**config.mk**
```make
export PLATFORM = sky130hd
export DESIGN_NAME = text_to_signed_integer_parser
export DESIGN_NICKNAME = d
export VERILOG_FILES = /design/src/rtl/tsip_pkg.sv /design/src/rtl/tsip_accum.sv /design/src/rtl/tsip_parser.sv /design/src/rtl/text_to_signed_integer_parser.sv
export SDC_FILE = /design/constraint.sdc
export NUM_CORES = 1
export LEC_CHECK = 0
export BUFFER_PORTS_ARGS = -buffer_cell sky130_fd_sc_hd__buf_2
export CAP_MARGIN = 20
export CORE_UTILIZATION = 55
export DETAILED_ROUTE_END_ITERATION = 16
export PLACE_DENSITY = 0.75
export SLEW_MARGIN = 0
export SYNTH_ARGS = -nofsm -noshare
export SYNTH_HDL_FRONTEND = slang
export SYNTH_SLANG_ARGS = --single-unit
```
**constraint.sdc**
```tcl
create_clock -name clk_i -period 23.2 [get_ports clk_i]
set_clock_uncertainty 0.1 [all_clocks]
set_input_delay 4.64 -clock clk_i [delete_from_list [all_inputs] [get_ports clk_i]]
set_output_delay 4.64 -clock clk_i [all_outputs]
set_load 0.01 [all_outputs]
```
**src/rtl/tsip_pkg.sv**
```systemverilog
// Shared constants and character decode for the text-to-integer parser.
// No dependencies; imported by every module of the block.
`timescale 1ns / 1ps

package tsip_pkg;

  localparam int unsigned VALUE_BITS_DEF  = 32;
  localparam int unsigned OFFSET_BITS_DEF = 16;
  localparam int unsigned BASE_W          = 6;
  localparam int unsigned DIGIT_W         = 6;
  localparam int unsigned CHAR_W          = 8;
  localparam int unsigned PADDR_W         = 3;

  // Register index, taken from paddr[2]
  localparam logic REG_NUMBER_BASE = 1'b0;

  localparam logic [CHAR_W-1:0] CH_SPACE = 8'h20;
  localparam logic [CHAR_W-1:0] CH_MINUS = 8'h2d;
  localparam logic [CHAR_W-1:0] CH_PLUS  = 8'h2b;
  localparam logic [CHAR_W-1:0] CH_ZERO  = 8'h30;
  localparam logic [CHAR_W-1:0] CH_NINE  = 8'h39;
  localparam logic [CHAR_W-1:0] CH_UP_A  = 8'h41;
  localparam logic [CHAR_W-1:0] CH_UP_Z  = 8'h5a;
  localparam logic [CHAR_W-1:0] CH_LO_A  = 8'h61;
  localparam logic [CHAR_W-1:0] CH_LO_Z  = 8'h7a;
  localparam logic [CHAR_W-1:0] CH_LO_X  = 8'h78;
  localparam logic [CHAR_W-1:0] CH_UP_X  = 8'h58;

  localparam logic [BASE_W-1:0] BASE_AUTO = 6'd0;
  localparam logic [BASE_W-1:0] BASE_OCT  = 6'd8;
  localparam logic [BASE_W-1:0] BASE_DEC  = 6'd10;
  localparam logic [BASE_W-1:0] BASE_HEX  = 6'd16;

  // Never below any 6-bit base, so it always fails the digit check
  localparam logic [DIGIT_W-1:0] NOT_DIGIT = 6'd63;

  function automatic logic [DIGIT_W-1:0] digit_value(input logic [CHAR_W-1:0] c);
    logic [CHAR_W-1:0] t;
    t = '0;
    if (c >= CH_ZERO && c <= CH_NINE) begin
      t = c - CH_ZERO;
    end else if (c >= CH_UP_A && c <= CH_UP_Z) begin
      t = c - (CH_UP_A - 8'd10);
    end else if (c >= CH_LO_A && c <= CH_LO_Z) begin
      t = c - (CH_LO_A - 8'd10);
    end else begin
      t = {2'b00, NOT_DIGIT};
    end
    return t[DIGIT_W-1:0];
  endfunction

endpackage

```
**src/rtl/tsip_accum.sv**
```systemverilog
// Saturating multiply-accumulate step: acc * base + digit against the signed limit.
// Depends on tsip_pkg.
`timescale 1ns / 1ps

module tsip_accum
  import tsip_pkg::*;
#(
  parameter int unsigned VALUE_BITS = VALUE_BITS_DEF
) (
  input  logic [VALUE_BITS-1:0] acc_i,
  input  logic [BASE_W-1:0]     base_i,
  input  logic [DIGIT_W-1:0]    digit_i,
  input  logic                  neg_i,
  input  logic                  ovf_i,
  output logic [VALUE_BITS-1:0] acc_o,
  output logic                  ovf_o
);

  localparam int unsigned PW = VALUE_BITS + BASE_W + 1;

  logic [PW-1:0] prod;
  logic [PW-1:0] limit;
  logic          over;

  assign prod  = PW'(acc_i) * PW'(base_i) + PW'(digit_i);
  assign limit = (PW'(1) << (VALUE_BITS - 1)) - PW'(!neg_i);
  assign over  = prod > limit;

  assign ovf_o = ovf_i || over;
  assign acc_o = (ovf_i || over) ? acc_i : prod[VALUE_BITS-1:0];

endmodule

```
**src/rtl/tsip_parser.sv**
```systemverilog
// Parse state machine: spaces, sign, base prefix, digits and result forming.
// Depends on tsip_pkg and tsip_accum.
`timescale 1ns / 1ps

module tsip_parser
  import tsip_pkg::*;
#(
  parameter int unsigned VALUE_BITS  = VALUE_BITS_DEF,
  parameter int unsigned OFFSET_BITS = OFFSET_BITS_DEF
) (
  input  logic                   clk_i,
  input  logic                   rst_ni,
  input  logic                   step_i,
  input  logic [CHAR_W-1:0]      char_i,
  input  logic                   start_i,
  input  logic [BASE_W-1:0]      base_i,
  output logic                   res_valid_o,
  output logic [VALUE_BITS-1:0]  value_o,
  output logic                   ovf_o,
  output logic                   any_o,
  output logic [OFFSET_BITS-1:0] offset_o
);

  typedef enum logic [2:0] {
    PH_IDLE,
    PH_SPACE,
    PH_SIGNED,
    PH_ZERO,
    PH_DIGITS,
    PH_DONE
  } phase_e;

  phase_e                 phase_q, phase_d;
  logic                   neg_q, neg_d;
  logic [VALUE_BITS-1:0]  acc_q, acc_d;
  logic                   ovf_q, ovf_d;
  logic                   any_q, any_d;
  logic [BASE_W-1:0]      eb_q, eb_d;
  logic [OFFSET_BITS-1:0] pos_q, pos_d;

  phase_e                 ph_c;
  logic                   neg_c, ovf_c, any_c, run_digit;
  logic [VALUE_BITS-1:0]  acc_c;
  logic [BASE_W-1:0]      eb_c;
  logic [OFFSET_BITS-1:0] pos_c;
  logic [BASE_W-1:0]      eb_run;
  logic [DIGIT_W-1:0]     dig;
  logic                   prefix_ok;
  logic [VALUE_BITS-1:0]  acc_nx;
  logic                   ovf_nx;

  assign dig       = digit_value(char_i);
  assign prefix_ok = (base_i == BASE_AUTO) || (base_i == BASE_HEX);

  always_comb begin
    ph_c  = start_i ? PH_SPACE : phase_q;
    neg_c = start_i ? 1'b0 : neg_q;
    acc_c = start_i ? '0 : acc_q;
    ovf_c = start_i ? 1'b0 : ovf_q;
    any_c = start_i ? 1'b0 : any_q;
    eb_c  = start_i ? '0 : eb_q;
    pos_c = start_i ? '0 : pos_q;
  end

  assign eb_run = (ph_c == PH_DIGITS) ? eb_c :
                  (ph_c == PH_ZERO)   ? ((base_i == BASE_AUTO) ? BASE_OCT : BASE_HEX) :
                                        ((base_i == BASE_AUTO) ? BASE_DEC : base_i);

  tsip_accum #(
    .VALUE_BITS(VALUE_BITS)
  ) u_accum (
    .acc_i  (acc_c),
    .base_i (eb_run),
    .digit_i(dig),
    .neg_i  (neg_c),
    .ovf_i  (ovf_c),
    .acc_o  (acc_nx),
    .ovf_o  (ovf_nx)
  );

  always_comb begin
    phase_d   = ph_c;
    neg_d     = neg_c;
    acc_d     = acc_c;
    ovf_d     = ovf_c;
    any_d     = any_c;
    eb_d      = eb_c;
    pos_d     = pos_c;
    run_digit = 1'b0;

    unique case (ph_c)
      PH_SPACE, PH_SIGNED: begin
        if (ph_c == PH_SPACE && char_i == CH_SPACE) begin
          phase_d = PH_SPACE;
        end else if (ph_c == PH_SPACE && char_i == CH_MINUS) begin
          neg_d   = 1'b1;
          phase_d = PH_SIGNED;
        end else if (ph_c == PH_SPACE && char_i == CH_PLUS) begin
          phase_d = PH_SIGNED;
        end else if (char_i == CH_ZERO && prefix_ok) begin
          phase_d = PH_ZERO;
        end else begin
          eb_d      = (base_i == BASE_AUTO) ? BASE_DEC : base_i;
          run_digit = 1'b1;
        end
      end
      PH_ZERO: begin
        if (char_i == CH_LO_X || char_i == CH_UP_X) begin
          eb_d    = BASE_HEX;
          phase_d = PH_DIGITS;
        end else begin
          // leading zero counts as a digit
          eb_d      = (base_i == BASE_AUTO) ? BASE_OCT : BASE_HEX;
          any_d     = 1'b1;
          run_digit = 1'b1;
        end
      end
      PH_DIGITS: begin
        run_digit = 1'b1;
      end
      PH_IDLE, PH_DONE: begin
        phase_d = ph_c;
      end
      default: begin
        phase_d = PH_IDLE;
      end
    endcase

    res_valid_o = 1'b0;
    if (run_digit) begin
      phase_d = PH_DIGITS;
      if (dig < eb_d) begin
        acc_d = acc_nx;
        ovf_d = ovf_nx;
        any_d = 1'b1;
      end else begin
        res_valid_o = 1'b1;
        phase_d     = PH_DONE;
      end
    end

    if (ph_c != PH_IDLE && ph_c != PH_DONE && pos_c != '1) begin
      pos_d = pos_c + 1'b1;
    end

    if (ovf_d) begin
      value_o = neg_d ? {1'b1, {(VALUE_BITS-1){1'b0}}} : {1'b0, {(VALUE_BITS-1){1'b1}}};
    end else begin
      value_o = neg_d ? (~acc_d + 1'b1) : acc_d;
    end
    ovf_o    = ovf_d;
    any_o    = any_d;
    offset_o = any_d ? pos_c : '0;
  end

  always_ff @(posedge clk_i or negedge rst_ni) begin
    if (!rst_ni) begin
      phase_q <= PH_IDLE;
      neg_q   <= 1'b0;
      acc_q   <= '0;
      ovf_q   <= 1'b0;
      any_q   <= 1'b0;
      eb_q    <= '0;
      pos_q   <= '0;
    end else if (step_i) begin
      phase_q <= phase_d;
      neg_q   <= neg_d;
      acc_q   <= acc_d;
      ovf_q   <= ovf_d;
      any_q   <= any_d;
      eb_q    <= eb_d;
      pos_q   <= pos_d;
    end
  end

endmodule

```
**src/rtl/text_to_signed_integer_parser.sv**
```systemverilog
// Input and result are both registered. Throughput: one character
// per cycle unless the result stalls; set by the single accumulate step per character.
// A stalled result holds the parse step; the input register still takes one character.
// Reset (rst_ni low, asynchronous) clears the parse state, the base register to 0
// and both valid flags; payload registers are not reset.
// Depends on tsip_pkg and tsip_parser.
`timescale 1ns / 1ps

module text_to_signed_integer_parser
  import tsip_pkg::*;
#(
  parameter int unsigned VALUE_BITS  = VALUE_BITS_DEF,
  parameter int unsigned OFFSET_BITS = OFFSET_BITS_DEF,
  localparam int unsigned TDATA_W    = ((VALUE_BITS + OFFSET_BITS + 7) / 8) * 8
) (
  input  logic               clk_i,
  input  logic               rst_ni,
  // APB configuration port
  input  logic               psel,
  input  logic               penable,
  input  logic               pwrite,
  input  logic [PADDR_W-1:0] paddr,
  input  logic [31:0]        pwdata,
  output logic [31:0]        prdata,
  output logic               pready,
  // character stream in
  input  logic               s_axis_tvalid,
  output logic               s_axis_tready,
  input  logic [7:0]         s_axis_tdata,   // [7:0] char_code
  input  logic [0:0]         s_axis_tuser,   // [0] string_start
  // result stream out
  output logic               m_axis_tvalid,
  input  logic               m_axis_tready,
  output logic [TDATA_W-1:0] m_axis_tdata,   // parsed_value, end_offset, zero pad
  output logic [1:0]         m_axis_tuser    // [0] overflowed, [1] digits_found
);

  logic [BASE_W-1:0]      base_q;
  logic                   in_valid_q;
  logic [CHAR_W-1:0]      in_char_q;
  logic                   in_start_q;
  logic                   out_valid_q, out_valid_d;
  logic [VALUE_BITS-1:0]  out_value_q;
  logic [OFFSET_BITS-1:0] out_offset_q;
  logic                   out_ovf_q, out_any_q;
  logic                   advance;
  logic                   res_valid;
  logic [VALUE_BITS-1:0]  res_value;
  logic                   res_ovf, res_any;
  logic [OFFSET_BITS-1:0] res_offset;

  assign pready = 1'b1;
  assign prdata = (paddr[2] == REG_NUMBER_BASE) ? {{(32-BASE_W){1'b0}}, base_q} : '0;

  always_ff @(posedge clk_i or negedge rst_ni) begin
    if (!rst_ni) begin
      base_q <= BASE_AUTO;
    end else if (psel && penable && pwrite && paddr[2] == REG_NUMBER_BASE) begin
      base_q <= pwdata[BASE_W-1:0];
    end
  end

  assign advance       = in_valid_q && (!out_valid_q || m_axis_tready);
  assign s_axis_tready = !in_valid_q || advance;

  always_ff @(posedge clk_i or negedge rst_ni) begin
    if (!rst_ni) begin
      in_valid_q <= 1'b0;
    end else if (s_axis_tready) begin
      in_valid_q <= s_axis_tvalid;
    end
  end

  always_ff @(posedge clk_i) begin
    if (s_axis_tready && s_axis_tvalid) begin
      in_char_q  <= s_axis_tdata;
      in_start_q <= s_axis_tuser[0];
    end
  end

  tsip_parser #(
    .VALUE_BITS (VALUE_BITS),
    .OFFSET_BITS(OFFSET_BITS)
  ) u_parser (
    .clk_i      (clk_i),
    .rst_ni     (rst_ni),
    .step_i     (advance),
    .char_i     (in_char_q),
    .start_i    (in_start_q),
    .base_i     (base_q),
    .res_valid_o(res_valid),
    .value_o    (res_value),
    .ovf_o      (res_ovf),
    .any_o      (res_any),
    .offset_o   (res_offset)
  );

  assign out_valid_d = advance ? res_valid : (out_valid_q && !m_axis_tready);

  always_ff @(posedge clk_i or negedge rst_ni) begin
    if (!rst_ni) begin
      out_valid_q <= 1'b0;
    end else begin
      out_valid_q <= out_valid_d;
    end
  end

  always_ff @(posedge clk_i) begin
    if (advance && res_valid) begin
      out_value_q  <= res_value;
      out_offset_q <= res_offset;
      out_ovf_q    <= res_ovf;
      out_any_q    <= res_any;
    end
  end

  assign m_axis_tvalid = out_valid_q;
  assign m_axis_tdata  = TDATA_W'({out_offset_q, out_value_q});
  assign m_axis_tuser  = {out_any_q, out_ovf_q};

endmodule

```
==> metrics.csv <==
stage;metric;value;unit
run_status;status;finished, final reports clean;
synth;yosys.cell_types.count;86;
critical_path;start_kind;flop;
critical_path;end_kind;flop;
clock_tree;cts_root_buffer;clkbuf_16;
critical_path;crit_arrival;13.22;ns
synth;avgSynthCellArea;8.52;um2
grt;grtUsageTotal;29.8;%
clock_tree;hold_buffers;0;
placement;port_buffers;80;
job;max-cap-violations;0;
synth;yosysMostFrequentCell;nand2_1;
synth;synth_edf_count;59;
synth;synth_top_area_cell;fa_1;
synth;synth_top_area_share;16.4;%
finish;area_growth;6.87;%
critical_path;slowest_delay;0.77;ns
clock_tree;clk_pin_slew;0.06;ns
critical_path;critPathMaxFanout;67;
critical_path;cp_common_cell;nor2_1;
timing;finalSetupTns;0;ns
clock_tree;post_cts_buffers;0;
synth;syn_inst;1780;
clock_tree;clock_latency;0.42;ns
routing;via_per_inst;6.15;
min_path;hp-class;reg -> reg;
clock_tree;numCtsBuffers;17;
clock_tree;h-tree-depth;4;
synth;ys_async_sr_fraction;53.5;%
floorplanning;pin_count;136;
critical_path;critPathSlowestCell;o21ai_1;
power_and_ir_drop;ir_worst_vdd;0.0597;mV
placement;gp_congestion;0.904;
timing;finalHoldViolations;0;
routing;vias;13243;
clock_tree;clock-sinks;127;
floorplanning;start_util;56.1;%
clock_tree;ctsResizeCount;0;
grt;grt_pass1_wl;67200;um
routing;wl_per_cell;18.8;um
power_and_ir_drop;report.power.total;1.18;mW
routing;drt-initial-drc-count;1381;
routing;drcViolationCount;0;
synth;synth_commonest_cells;nand2_1, nor2_1, ha_1;
floorplanning;placementRows;60;
finish;postLayoutCellArea;16200;um2
clock_tree;cts_tree;built;
floorplanning;core_area;27000;um2
finish;drive_gt1_share;9.10;%
finish;fillerInstances;2351;
routing;routed_wirelength;40400;um
synth;yosysSeqAreaShare;22.9;%
synth;netlist_top_cells_area;fa_1, edfxtp_1, dfrtp_1;
grt;antenna_found_initial;0;
placement;dpl_cell_area;15600;um2
floorplanning;die_y;168;um
timing;timing.fmax;76.1;MHz
synth;yosys_most_used_dff;dfrtp_1;
grt;grt_max_degree;69;
timing;worstMarginPinSlew;1.20;ns
synth;synth.cell_area;15200;um2
timing;setup_violations;0;
floorplanning;die_area;28300;um2
power_and_ir_drop;pwr_density_cell;72.9;nW/um2
timing;slew_viol_final;0;
timing;grt_setup_unrepaired;no;
finish;nNetsFinal;2108;
clock_tree;clockBufferDepth;2;
finish;diodes;0;
timing;holdWs;0.377;ns
timing;period_share;56.6;%
grt;grt.overflow.total;0;
synth;yosys_warnings;0;
power_and_ir_drop;power.leakage;8.05;nW
finish;final_core_util;60.0;%
critical_path;worstPathRequired;23.28;ns
floorplanning;die_w;168;um
critical_path;critPathKind;reg -> reg;
routing;dr.pass1.iters;8;
timing;finalCriticalPeriod;13.14;ns
routing;ant_nets;0;
placement;dpl.hpwl;31400;um
timing;slew_headroom;20.2;%
grt;grt_pass1_vias;13049;
synth;synth.ff_latch_count;127;
worst paths after layout:
kind	startpoint	to	slack, ns	cells past startpoint
worst max-delay path	base_q[5]	out_value_q[30]	10.06	42
worst min-delay path	u_parser.acc_q[23]	u_parser.acc_q[23]	0.38	2
worst max register to register	base_q[5]	out_value_q[30]	10.06	42
worst min register to register	u_parser.acc_q[23]	u_parser.acc_q[23]	0.38	2
max in group asynchronous	rst_ni	u_parser.pos_q[12]	18.05	2
min in group asynchronous	rst_ni	base_q[4]	4.34	2
per-layer routing:
layer,track usage (%),share of wire (%),vias up
met1,41.0,43,6397
met3,5.03,8.9,68
li1,-,-,6136
met4,11.0,2.6,0
met2,47.3,45,642
met5,0,0,-
through the flow:
step	setup slack, ns	std cells
floorplan	12.69	1805
global placement	10.38	2123
detailed placement	10.31	2123
CTS	10.27	2155
global route	9.45	2155
finish	10.06	2155
sequential cells by signal, indices dropped and copies added, names as in the netlist:
name,flops
in_char_q,8
out_ovf_q,1
in_valid_q,1
m_axis_tvalid,1
u_parser.phase_q,3
u_parser.any_q,1
u_parser.acc_q,32
out_offset_q,16
u_parser.ovf_q,1
u_parser.neg_q,1
u_parser.eb_q,6
out_value_q,32
u_parser.pos_q,16
in_start_q,1
base_q,6
out_any_q,1
power by group:
part,leakage (nW),internal (mW),switching (mW)
logic,6.30,0.196,0.409
clock network,0.271,0.159,0.108
registers,1.47,0.285,0.0257
kinds of logic (layout without fill, tap and decap cells):
logic type	count (synthesis)	after routing	share of synthesized area [%]
buffers and inverters	232	241	6.61
other	2	27	0.0495
flip-flops	127	127	22.9
AO/OA/AOI/OAI	371	371	15.6
AND/OR/NAND/NOR	694	694	21.5
multiplexers	40	40	2.80
XOR/XNOR	58	58	3.35
adder cells (fa/ha/maj)	256	256	27.2
layout by cell type, fill, tap and decap left out, types with 59 or more instances in the layout:
cell / netlist / layout
dfrtp_1: 68 / 68
ha_1: 132 / 132
fa_1: 124 / 124
a21oi_1: 102 / 102
edfxtp_1: 59 / 59
nand2_1: 240 / 240
buf_2: 9 / 80
o21ai_0: 73 / 73
inv_1: 114 / 114
nor2_1: 211 / 210
critical path: cells and delay by family (launching register included):
kind                     cells  cell delay [ns]
AO/OA/AOI/OAI               13             4.05
XOR/XNOR                     1             0.77
adder cells (fa/ha/maj)      7             3.21
AND/OR/NAND/NOR             17             3.70
flip-flops                   1             0.43
buffers and inverters        4             0.58
layout make-up:
| class | instances | area [um2] | share of cell area [%] |
|---|---|---|---|
| Clock buffer | 17 | 425 | 2.62 |
| Clock inverter | 15 | 161 | 0.996 |
| Inverter | 117 | 439 | 2.71 |
| Multi-Input combinational cell | 1446 | 10800 | 66.6 |
| Sequential cell | 127 | 3470 | 21.4 |
| Tap cell | 341 | 427 | 2.63 |
| Timing Repair Buffer | 92 | 490 | 3.03 |
Power figures use the tool's default switching activity.
